==> src/hw/rtl/hmf_pkg.sv <==
// ----------------------------------------------------------------------------
// hmf_pkg
// Shared types and constants for the running-histogram median filter.
// ----------------------------------------------------------------------------
package hmf_pkg;

  // Pixel and histogram geometry
  localparam int PIX_W  = 8;
  localparam int BINS   = 256;
  localparam int LANES  = 8;
  localparam int LANE_W = $clog2(LANES);
  localparam int HROWS  = BINS / LANES;
  localparam int ROW_W  = $clog2(HROWS);

  // Configuration register widths and reset values
  localparam int WIDTH_W    = 11;
  localparam int HEIGHT_W   = 12;
  localparam int RADIUS_W   = 3;
  localparam int CFG_DATA_W = 12;
  localparam int CFG_IDX_W  = 2;

  localparam logic [WIDTH_W-1:0]  WIDTH_RST  = WIDTH_W'(640);
  localparam logic [HEIGHT_W-1:0] HEIGHT_RST = HEIGHT_W'(480);
  localparam logic [RADIUS_W-1:0] RADIUS_RST = RADIUS_W'(1);

  // Register indexes
  localparam logic [CFG_IDX_W-1:0] REG_IMAGE_WIDTH  = 2'd0;
  localparam logic [CFG_IDX_W-1:0] REG_IMAGE_HEIGHT = 2'd1;
  localparam logic [CFG_IDX_W-1:0] REG_RADIUS       = 2'd2;

  // Default parameter values
  localparam int MAX_WIDTH_DEF  = 1024;
  localparam int MAX_RADIUS_DEF = 4;

  // Request to the bin memory
  typedef struct packed {
    logic             clr;
    logic             wr_en;
    logic [ROW_W-1:0] wr_row;
    logic [ROW_W-1:0] rd_row;
  } hist_req_t;

endpackage

==> src/hw/rtl/hmf_hist.sv <==
// ----------------------------------------------------------------------------
// hmf_hist
// Bin count memory, LANES bins to a row, with a valid bit per row so that
// a clear drops every row of the whole histogram together.
// ----------------------------------------------------------------------------
module hmf_hist import hmf_pkg::*; #(
  parameter int CNT_W = 7
) (
  input  logic                   clk_i,
  input  logic                   rst_ni,
  input  hist_req_t              req_i,
  input  logic [LANES*CNT_W-1:0] wr_data_i,
  output logic [LANES*CNT_W-1:0] rd_data_o
);

  logic [LANES*CNT_W-1:0] mem_q [HROWS];
  logic [HROWS-1:0]       valid_q;
  logic [LANES*CNT_W-1:0] rd_data_q;
  logic                   rd_vld_q;

  // Row valid bits: drop all on clear, set on write
  always_ff @(posedge clk_i or negedge rst_ni) begin
    if (!rst_ni) begin
      valid_q  <= '0;
      rd_vld_q <= 1'b0;
    end else begin
      rd_vld_q <= valid_q[req_i.rd_row];
      if (req_i.clr) begin
        valid_q <= '0;
      end else if (req_i.wr_en) begin
        valid_q[req_i.wr_row] <= 1'b1;
      end
    end
  end

  // Storage and registered read
  always_ff @(posedge clk_i) begin
    if (req_i.wr_en) begin
      mem_q[req_i.wr_row] <= wr_data_i;
    end
    rd_data_q <= mem_q[req_i.rd_row];
  end

  // An invalid row reads as all zero
  assign rd_data_o = rd_vld_q ? rd_data_q : '0;

endmodule

==> config.mk <==
export PLATFORM = sky130hd
export DESIGN_NAME = hmf_hist
export DESIGN_NICKNAME = d
export VERILOG_FILES = /design/src/hw/rtl/hmf_pkg.sv /design/src/hw/rtl/hmf_hist.sv
export SDC_FILE = /design/constraint.sdc
export NUM_CORES = 2
export LEC_CHECK = 0
export ABC_AREA = 1
export BUFFER_PORTS_ARGS = -buffer_cell sky130_fd_sc_hd__buf_2
export CORE_ASPECT_RATIO = 0.7
export CORE_UTILIZATION = 44
export CTS_CLUSTER_SIZE = 8
export DETAILED_ROUTE_END_ITERATION = 10
export PLACE_DENSITY = 0.65
export SKIP_CTS_REPAIR_TIMING = 1
export SLEW_MARGIN = 20
export SYNTH_ARGS = -nofsm -noshare
export SYNTH_HDL_FRONTEND = slang
export SYNTH_SLANG_ARGS = --single-unit
==> constraint.sdc <==
create_clock -name clk_i -period 1.15 [get_ports clk_i]
set_input_delay 0.0575 -clock clk_i [delete_from_list [all_inputs] [get_ports clk_i]]
set_output_delay 0.0575 -clock clk_i [all_outputs]
set_load 0.02 [all_outputs]
==> run_results.csv <==
group,metric,value,unit
power_and_ir_drop,seqPwrFrac,47.1,%
timing,finalCritPeriodShare,173,%
floorplanning,fp.dieH,349,um
status,status,"finished, violations left",
worst_setup_path,arrival,1.94,ns
cts,clk_latency,0.89,ns
worst_setup_path,r2r_slack,-0.08,ns
worst_setup_path,crit_type,"flip-flop to output port",
min_path,min_from,"req_i[1]",
placed_design,port_buffers,125,
finish,nNetsFinal,7122,
global_routing,grt_usage,24.0,%
timing,clock_skew,0.0758,ns
yosys,yosysSeqAreaShare,73.8,%
timing,worst_pin_slew,0.584,ns
detailed_routing,first_pass_iters,6,
cts,clock_path_buffers,4,
yosys,yosysUniqueCellTypes,16,
finish,nFillCells,13500,
yosys,post_synth.cell_area_avg,11.7,sq um
worst_setup_path,crit_path_max_fanout,24,
flow_run,drv_cap,0,
global_routing,grt_start_max_net_pins,58,
worst_setup_path,r2r-end,"rd_data_q[29]$_DFF_P_",
cts,cts.htree.levels,5,
placed_design,place_congestion,0.837,
floorplanning,initial_core_util,44.6,%
worst_setup_path,end_kind,"output port",
placed_design,post_dp_cell_area,0.0837,sq mm
yosys,synth_area,0.0755,sq mm
min_path,holdPathStages,9,
power_and_ir_drop,p_clk_share,45.7,%
worst_setup_path,worstPathCellList,"buf_12 > nand2_1 > inv_1 > buf_4",
detailed_routing,dr.first_iter.drc_count,6165,
detailed_routing,vias_per_cell,5.51,
status,violations,"negative hold slack, negative setup slack",
cts,cts_tree,"built",
worst_setup_path,reg2reg_depth,8,
floorplanning,dieArea,0.173,sq mm
timing,setup_ws,-0.844,ns
timing,slew_violations,0,
worst_setup_path,start_kind,"flip-flop",
cts,cts_buffers,285,
detailed_routing,avgRoutedWirePerCell,22.4,um
timing,max_freq,0.501,GHz
finish,syn_to_final_growth,24.1,%
floorplanning,core,0.169,sq mm
detailed_routing,vias,52100,
worst_setup_path,r2r-start,"mem_q[24][29]$_DFFE_PP_",
timing,setup_viol,113,
worst_setup_path,path_buf_inv,3,
timing,slew_headroom,60.9,%
finish,drive_gt1_share,18.6,%
worst_setup_path,cpPeakStageDelay,0.52,ns
power_and_ir_drop,p_leak,35.6,nW
cts,cts_root_buf,"clkbuf_16",
timing,hold_viol_final,4,
placed_design,dp_slack,-0.753,ns
power_and_ir_drop,powerDensity,1730,mW/mm^2
floorplanning,io_pins,126,
detailed_routing,antenna_left,0,
worst_setup_path,crit_family,"flip-flops",
placed_design,dp.final_hpwl,125,mm
power_and_ir_drop,power.net_switching,0.0362,W
floorplanning,row_count,126,
worst_setup_path,critPathSlowestCell,"dfrtp_4",
yosys,syn_inst,6464,
yosys,ys_warn_count,0,
floorplanning,die_w,497,um
min_path,hp-class,"primary input to flip-flop",
timing,post-route-min-period,1.99,ns
finish,final_area,0.0937,sq mm
global_routing,grt_pass1_vias,49000,
timing,grt_setup_unrepaired,"true",
power_and_ir_drop,combPwrFrac,7.2,%
global_routing,antenna_found_initial,7,
cts,clock-sinks,1881,
detailed_routing,wirelength,212,mm
min_path,whs_endpoint,"rd_data_q[13]$_DFF_P_",
yosys,synthesis.nets,6534,
power_and_ir_drop,swShare,22.3,%
power_and_ir_drop,internal_power,0.126,W
global_routing,grt_pass1_wl,313,mm
cts,cts.clk_slew.worst_paths,0.05,ns
timing,holdWs,-0.0252,ns
detailed_routing,drc,0,
power_and_ir_drop,p_total,0.162,W
global_routing,grt.overflow.total,0,
yosys,ys_ff_latch,1881,
power_and_ir_drop,ir_drop,1440,uV
worst_setup_path,required,1.09,ns
power by group through the flow:
stage               Clock [W]  Sequential [W]  Combinational [W]
floorplan                   0          0.0777            0.00537
global placement            0          0.0778             0.0106
detailed placement          0          0.0778             0.0107
CTS                    0.0750          0.0765             0.0108
global route           0.0778          0.0765             0.0125
finish                 0.0741          0.0765             0.0116
cell usage after synthesis:
library cell	instances	share of area (%)
dfxtp_1	56	1.5
buf_6	67	1.0
nand3_1	1369	9.1
nor2_1	89	0.44
buf_8	2	0.040
edfxtp_1	1792	71
nor3_1	11	0.073
clkbuf_1	95	0.47
buf_1	29	0.14
buf_4	15	0.15
inv_1	82	0.41
inv_2	2	0.0099
dfrtp_1	33	1.1
buf_2	192	1.3
clkinv_1	1	0.0050
nand2_1	2629	13
layout make-up:
cell class,count,area [sq um],share of cell area [%]
diodes,3,7.51,0.00801
clock buffers,441,7780,8.30
clock inverters,10,103,0.109
inverters,85,382,0.407
multi-input cells,4098,18800,20.0
flip-flops and latches,1881,55800,59.5
well taps,2240,2800,2.99
repair buffers,701,8100,8.64
kinds of logic after synthesis:
group,share of synthesized area (%)
buffers and inverters,3.50
flip-flops,73.8
AND/OR/NAND/NOR,22.7
flip-flops by register name (all words and copies together) (netlist names):
| name | flops |
|---|---|
| valid_q | 32 |
| rd_data_q | 56 |
| rd_vld_q | 1 |
| mem_q | 1792 |
worst min-delay path: stages:
cell	delay, ns
buf_8	0.13
buf_4	0.19
nand3_1	0.09
nand3_1	0.06
nand2_1	0.06
nand2_1	0.06
nand2_1	0.06
nand2_1	0.06
nand2_1	0.06
cell usage in the layout (no fill, tap or decap), types with 3 or more instances in the layout:
| master | Yosys | routed |
|---|---|---|
| nand2_1 | 2629 | 2448 |
| edfxtp_1 | 1792 | 1792 |
| nand3_1 | 1369 | 1187 |
| buf_4 | 15 | 304 |
| clkbuf_16 | 0 | 288 |
| buf_12 | 0 | 231 |
| nand3_2 | 0 | 178 |
| nand2_2 | 0 | 168 |
| clkbuf_1 | 95 | 153 |
| buf_2 | 192 | 97 |
| inv_1 | 82 | 67 |
| nor2_1 | 89 | 65 |
| dlygate4sd3_1 | 0 | 64 |
| dfxtp_1 | 56 | 56 |
| dfrtp_1 | 33 | 32 |
| nor2_4 | 0 | 24 |
| nand2_4 | 0 | 13 |
| clkinvlp_4 | 0 | 8 |
| nor3_1 | 11 | 7 |
| inv_6 | 0 | 6 |
| nand3_4 | 0 | 4 |
| inv_2 | 2 | 4 |
| diode_2 | 0 | 3 |
| inv_8 | 0 | 3 |
| nor3_2 | 0 | 3 |
| clkinv_8 | 0 | 3 |
| buf_8 | 2 | 3 |
stage by stage:
| step | util [%] | setup TNS (ns) | hold slack [ns] | instances |
|---|---|---|---|---|
| 2_1_floorplan | - | -998.24 | -0.238 | 6464 |
| 3_3_place_gp | 49.4 | -1050.84 | -0.0693 | 8941 |
| 3_5_place_dp | 49.4 | -1029.71 | -0.0614 | 8941 |
| 4_1_cts | 54.0 | -50.75 | -0.999 | 9392 |
| 5_1_grt | 55.3 | -58.47 | 0.00576 | 9456 |
| 6_report | 55.3 | -57.44 | -0.0252 | 9459 |
worst max path at each step:
stage | from | to | cells after the start
after floorplan | req_i[5] | mem_q[13][0]$_DFFE_PP_ | 4
after global placement | req_i[7] | mem_q[28][35]$_DFFE_PP_ | 8
after detailed placement | req_i[7] | mem_q[31][35]$_DFFE_PP_ | 8
after CTS | rd_vld_q$_DFF_PN0_ | rd_data_o[26] | 4
after global routing | rd_vld_q$_DFF_PN0_ | rd_data_o[26] | 4
final | rd_vld_q$_DFF_PN0_ | rd_data_o[24] | 4
routing by layer:
metal	GRT usage, %	wire [um]
met5	0	15
met3	3.98	19700
met2	36.7	96700
met1	35.2	91100
met4	6.93	4780
Note: power is estimated with default switching activity, not from simulation.
