`src/hw/rtl/hmf_pkg.sv`:
```
// ----------------------------------------------------------------------------
// hmf_pkg
// Shared types and constants for the running-histogram median filter.
// ----------------------------------------------------------------------------
package hmf_pkg;

  // Pixel and histogram geometry
  localparam int PIX_W  = 8;
  localparam int BINS   = 256;
  localparam int LANES  = 8;
  localparam int LANE_W = $clog2(LANES);
  localparam int HROWS  = BINS / LANES;
  localparam int ROW_W  = $clog2(HROWS);

  // Configuration register widths and reset values
  localparam int WIDTH_W    = 11;
  localparam int HEIGHT_W   = 12;
  localparam int RADIUS_W   = 3;
  localparam int CFG_DATA_W = 12;
  localparam int CFG_IDX_W  = 2;

  localparam logic [WIDTH_W-1:0]  WIDTH_RST  = WIDTH_W'(640);
  localparam logic [HEIGHT_W-1:0] HEIGHT_RST = HEIGHT_W'(480);
  localparam logic [RADIUS_W-1:0] RADIUS_RST = RADIUS_W'(1);

  // Register indexes
  localparam logic [CFG_IDX_W-1:0] REG_IMAGE_WIDTH  = 2'd0;
  localparam logic [CFG_IDX_W-1:0] REG_IMAGE_HEIGHT = 2'd1;
  localparam logic [CFG_IDX_W-1:0] REG_RADIUS       = 2'd2;

  // Default parameter values
  localparam int MAX_WIDTH_DEF  = 1024;
  localparam int MAX_RADIUS_DEF = 4;

  // Request to the bin memory
  typedef struct packed {
    logic             clr;
    logic             wr_en;
    logic [ROW_W-1:0] wr_row;
    logic [ROW_W-1:0] rd_row;
  } hist_req_t;

endpackage

```
`src/hw/rtl/hmf_bin_alu.sv`:
```
// ----------------------------------------------------------------------------
// hmf_bin_alu
// Shared arithmetic on one row of bins: increment or decrement one lane,
// and accumulate the row into the running count to find the median bin.
// ----------------------------------------------------------------------------
module hmf_bin_alu import hmf_pkg::*; #(
  parameter int CNT_W = 7
) (
  input  logic [LANES*CNT_W-1:0] word_i,
  input  logic [LANE_W-1:0]      lane_i,
  input  logic                   dec_i,
  input  logic [CNT_W-1:0]       sum_i,
  input  logic [CNT_W-1:0]       limit_i,
  output logic [LANES*CNT_W-1:0] word_o,
  output logic [CNT_W-1:0]       sum_o,
  output logic                   hit_o,
  output logic [LANE_W-1:0]      hit_lane_o
);

  // Update one lane
  always_comb begin
    logic [CNT_W-1:0] cnt;
    cnt    = word_i[lane_i*CNT_W +: CNT_W];
    word_o = word_i;
    word_o[lane_i*CNT_W +: CNT_W] = dec_i ? cnt - CNT_W'(1) : cnt + CNT_W'(1);
  end

  // Cumulative count across the row, first lane above the limit
  always_comb begin
    logic [CNT_W-1:0] acc;
    acc        = sum_i;
    hit_o      = 1'b0;
    hit_lane_o = '0;
    for (int l = 0; l < LANES; l++) begin
      acc = acc + word_i[l*CNT_W +: CNT_W];
      if (!hit_o && acc > limit_i) begin
        hit_o      = 1'b1;
        hit_lane_o = LANE_W'(l);
      end
    end
    sum_o = acc;
  end

endmodule

```
`config.mk`:
```
export PLATFORM = sky130hd
export DESIGN_NAME = hmf_bin_alu
export DESIGN_NICKNAME = d
export VERILOG_FILES = /design/src/hw/rtl/hmf_pkg.sv /design/src/hw/rtl/hmf_bin_alu.sv
export SDC_FILE = /design/constraint.sdc
export NUM_CORES = 1
export LEC_CHECK = 0
export BUFFER_PORTS_ARGS = -buffer_cell sky130_fd_sc_hd__buf_2
export CAP_MARGIN = 0
export CELL_PAD_IN_SITES_DETAIL_PLACEMENT = 0
export CELL_PAD_IN_SITES_GLOBAL_PLACEMENT = 1
export CORE_MARGIN = 5
export CORE_UTILIZATION = 42
export DETAILED_ROUTE_END_ITERATION = 16
export GPL_ROUTABILITY_DRIVEN = 0
export PLACE_DENSITY_LB_ADDON = 0.1
export SKIP_LAST_GASP = 1
export SLEW_MARGIN = 20
export SYNTH_ARGS = -nofsm -noshare
export SYNTH_HDL_FRONTEND = slang
export SYNTH_SLANG_ARGS = --single-unit
```
`constraint.sdc`:
```
create_clock -name vclk -period 12.9
set_input_delay 1.29 -clock vclk [all_inputs]
set_output_delay 1.29 -clock vclk [all_outputs]
set_load 0.02 [all_outputs]
```
==> flow_summary.json, run 1 <==
{
  "rsz0062_at_grt": "false",
  "final_antenna_net_count": 0,
  "max_slew_margin_pct": 31.0,
  "yosys.area_share.simple_pct": 17.0,
  "dieArea_um2": 13400,
  "area_growth_pct": 17.4,
  "core_um2": 10900,
  "status": "finished clean",
  "hold_violations": 0,
  "synth-xor-area-share_pct": 10.5,
  "syn_inst": 626,
  "grt_first_pass_wirelength_um": 25900,
  "critPathKind": "primary input to output port",
  "io_buffers": 141,
  "row_count": 38,
  "drv_cap": 0,
  "final_layout_size_suffix_gt1_share_pct": 21.7,
  "period_share_pct": 75.7,
  "dp_cells": 890,
  "wl_um": 17200,
  "fp.dieW_um": 116,
  "yosys.area.top_type": "ha_1",
  "ys_seq_area_share_pct": 0,
  "critPathLaunchType": "primary input",
  "whs_path_depth": 4,
  "clock_buffers": 0,
  "gr-total-overflow": 0,
  "synth_top_area_share_pct": 31.5,
  "drt_pass1_iterations": 5,
  "seq_area_um2": 0,
  "die_h_um": 116,
  "synth_top_family_by_area": "adder cells",
  "synth_compound_gate_area_share_pct": 24.2,
  "grt_max_degree": 21,
  "finalNetCount": 953,
  "synth_mux_area_share_pct": 7.25,
  "worst_pin_slew_ps": 1030,
  "wl_per_cell_um": 19.3,
  "antenna_found_initial": 0,
  "syn_nets": 827,
  "instances_no_fill": 890,
  "slew_violations": 0,
  "cts_setup_buffers": 0,
  "nFlopsAndLatches": 0,
  "min-delay-start": "word_i[5]",
  "crit_arrival_ps": 8480,
  "routed-via-count": 5088,
  "fmax_ghz": 0.102,
  "cts_resized": 0,
  "hold_end": "word_o[5]",
  "crit_path_top_delay_cell": "fa_1",
  "grt_use_total_pct": 24.6,
  "synth_area_leaders": "ha_1, nand2_1, o21ai_0, xnor2_1, mux4_2",
  "worstPathMaxFanout": 4,
  "min-delay-path-class": "primary input to output port",
  "period_minus_slack_ps": 9770,
  "via_per_inst": 5.72,
  "initial_core_util_pct": 43.1,
  "syn_avg_cell_area_um2": 7.50,
  "setup_viol": 0,
  "synthDistinctLibCells": 47,
  "boundaryPins": 141,
  "required_ps": 11610,
  "endpoint_kind": "output port",
  "num_antenna_cells": 0,
  "critPathMaxStageDelay_ps": 590,
  "drt_iter0_markers": 413,
  "syn-cell-area_um2": 4690,
  "yosys_warnings": 0,
  "first_global_vias": 4860,
  "ctsHoldBuffers": 0,
  "hpwl_um": 14700,
  "setup_tns_ps": 0,
  "drc": 0,
  "synth_fa_ha_area_share_pct": 35.3
}
==> per-layer routing <==
| layer | up-vias | wire (µm) | share of wire [%] | global-route usage, % |
|---|---|---|---|---|
| li1 | 2523 | - | - | - |
| met1 | 2346 | 7900 | 46 | 35.1 |
| met2 | 192 | 7720 | 45 | 41.3 |
| met3 | 27 | 1200 | 6.9 | 1.20 |
| met4 | 0 | 389 | 2.3 | 5.18 |
| met5 | - | 0 | 0 | 0 |
==> metrics by stage <==
step | worst slack, ps | hold WS, ps | util, % | instance area (µm²)
after floorplan | 3460 | 2760 | - | 4690
after global placement | 3290 | 2970 | 50.6 | 5510
after detailed placement | 3150 | 2960 | 50.6 | 5510
after CTS | 3120 | 2970 | 50.6 | 5510
after global routing | 2640 | 2990 | 50.6 | 5510
final | 3130 | 2970 | 50.6 | 5510
==> cells in the mapped netlist, types with 3 or more instances <==
master / n
nand2_1: 86
o21bai_1: 11
a21o_1: 20
or3_1: 6
a21oi_1: 49
mux4_2: 13
xnor2_1: 34
nor2_1: 16
o21a_1: 9
inv_1: 55
nand4_1: 12
nor3_1: 6
buf_1: 3
nand3_1: 13
xor2_1: 14
and3_1: 3
fa_1: 9
nand2b_1: 8
ha_1: 118
o31ai_1: 16
o22ai_1: 5
o211ai_1: 3
o21ai_0: 62
nor2b_1: 13
clkbuf_1: 14
==> layout by cell type, fill, tap and decap left out, types with 6 or more instances in the layout <==
| cell | instances |
|---|---|
| a21oi_1 | 49 |
| nor3_1 | 6 |
| nand3_1 | 13 |
| xor2_1 | 14 |
| nand2_1 | 86 |
| inv_1 | 55 |
| or3_1 | 6 |
| mux4_2 | 13 |
| o21bai_1 | 11 |
| nand2b_1 | 8 |
| nor2_1 | 16 |
| buf_2 | 141 |
| a21o_1 | 20 |
| fa_1 | 9 |
| ha_1 | 118 |
| o21ai_0 | 62 |
| xnor2_1 | 34 |
| nor2b_1 | 13 |
| o31ai_1 | 16 |
| o21a_1 | 9 |
| nand4_1 | 12 |
==> cell type report <==
type | count | area, µm²
fillers | 1124 | 5380
inverters | 56 | 210
multi-input cells | 553 | 4420
well taps | 140 | 175
repair buffers | 141 | 706
==> critical path: cells and delay by family <==
| family | cells | cell delay [ps] |
|---|---|---|
| AOI/OAI and AO/OA | 9 | 1460 |
| buffers and inverters | 8 | 770 |
| and+or+nand+nor | 1 | 100 |
| adders and majority gates | 10 | 4300 |
| xor gates and xnor gates | 3 | 540 |
==> cell families (layout without fill, tap and decap cells) <==
logic type / count (synthesis) / in the layout
muxes: 16 / 16
buffers and inverters: 73 / 197
AOI/OAI and AO/OA: 187 / 187
and+or+nand+nor: 171 / 171
adders and majority gates: 127 / 127
xor gates and xnor gates: 52 / 52
==> worst max-delay path by stage <==
stage,from,to,slack (ps),cells after the start
2_1_floorplan,word_i[0],hit_lane_o[1],3460,29
3_3_place_gp,word_i[0],hit_lane_o[1],3290,31
3_5_place_dp,word_i[0],hit_lane_o[1],3150,31
4_1_cts,word_i[0],hit_lane_o[1],3120,31
5_1_grt,word_i[0],hit_lane_o[1],2640,34
6_report,word_i[0],hit_lane_o[1],3130,31
Power of run 1 is left out: the tool's default activity adds up to more than one toggle a clock period on the data nets, which glitch-free logic cannot reach.
==> run 2: changes to the inputs <==
- CORE_UTILIZATION: 42 -> 39
- clock period: 12.9 -> 9.07 ns (I/O delays scaled with it)
==> run 2 against run 1 <==
Effect of this change:
- via count down 2.2%
- sequential share of layout area stayed put
- utilization shrank 3.1 points
- global-route usage shrank 1.3 points
- critical endpoint is now hit_o
- wire length increased by 1.4%
- final area is 2.6% higher
- die area grew 7.0%
==> flow_summary.json, run 2 (synthesis results as in run 1) <==
{
  "drv_cap": 0,
  "required_ps": 8160,
  "finalNetCount": 953,
  "boundaryPins": 141,
  "crit_arrival_ps": 7800,
  "final_layout_size_suffix_gt1_share_pct": 24.9,
  "row_count": 40,
  "crit_path_top_delay_cell": "fa_1",
  "grt_max_degree": 21,
  "status": "finished clean",
  "wl_um": 17400,
  "worstPathMaxFanout": 4,
  "period_share_pct": 96.0,
  "final_antenna_net_count": 0,
  "layout_setup_ws_ps": 367,
  "rsz0062_at_grt": "false",
  "critPathBufInv": 8,
  "io_buffers": 141,
  "nFlopsAndLatches": 0,
  "drc": 0,
  "max_slew_margin_pct": 33.9,
  "dp_worst_setup_slack_ps": 79.9,
  "first_global_vias": 4731,
  "wl_per_cell_um": 19.5,
  "die_h_um": 120,
  "fillers": 1257,
  "setup_viol": 0,
  "critPathKind": "primary input to output port",
  "initial_core_util_pct": 39.4,
  "grt_first_pass_wirelength_um": 26500,
  "grt_use_met3_pct": 2.26,
  "num_antenna_cells": 0,
  "grt_use_met2_pct": 38.9,
  "setup_tns_ps": 0,
  "worst_pin_slew_ps": 984,
  "ctsHoldBuffers": 0,
  "top_usage_layer": "met2",
  "crit_family": "adder cells",
  "fmax_ghz": 0.115,
  "final_cell_mix": "buf_2, ha_1, nand2_1",
  "hold_violations": 0,
  "hpwl_um": 15000,
  "routed-via-count": 4976,
  "clock_buffers": 0,
  "antenna_found_initial": 0,
  "drt_pass1_iterations": 4,
  "grt_use_total_pct": 23.3,
  "core_um2": 11900,
  "met1_usage_pct": 33.3,
  "slew_violations": 0,
  "area_growth_pct": 20.5,
  "min-delay-path-class": "primary input to output port",
  "critPathLaunchType": "primary input",
  "multi_input_area_um2": 4550,
  "dieArea_um2": 14300,
  "endpoint_kind": "output port",
  "critPathMaxStageDelay_ps": 550,
  "gr-total-overflow": 0,
  "mostFrequentLayoutCell": "buf_2",
  "period_minus_slack_ps": 8700,
  "seq_area_um2": 0,
  "fp.dieW_um": 120,
  "via_per_inst": 5.55,
  "drt_iter0_markers": 227
}
-- run 2: per-layer routing --
metal	vias to the layer above	share of wire [%]	wire (µm)
met3	14	5.6	977
met1	2299	47	8220
met2	147	46	8040
li1	2516	-	-
met5	-	0	0
met4	0	1.2	207
-- run 2: area by class of cell --
class / count / area share [%]
Multi-Input combinational cell: 553 / 80.5
Timing Repair Buffer: 141 / 12.5
Inverter: 56 / 3.72
Tap cell: 147 / 3.25
-- run 2: worst paths after layout --
path	startpoint	to	slack (ps)	cells after the start
setup / recovery	word_i[0]	hit_o	370	30
hold / removal	word_i[5]	word_o[5]	2200	4
-- run 2: through the flow --
stage	utilization [%]	instance area [µm²]	hold slack, ps	instances
floorplan	-	4690	2000	626
global placement	46.3	5520	2200	897
detailed placement	46.3	5520	2200	897
CTS	46.3	5520	2200	897
global route	47.5	5650	2240	897
finish	47.5	5650	2200	897
-- run 2: repair_timing --
action,in CTS,in global routing
setup endpoints to repair,0,4
buffers inserted,0,0
hold endpoints to repair,0,0
resized for setup,0,28
-- run 2: tightest hold or removal path: cells and delay by family --
kind                   cells  cell delay, ps
buffers and inverters      2             280
AOI/OAI and AO/OA          1              60
and+or+nand+nor            1              50
Power of run 2 is left out for the same reason.
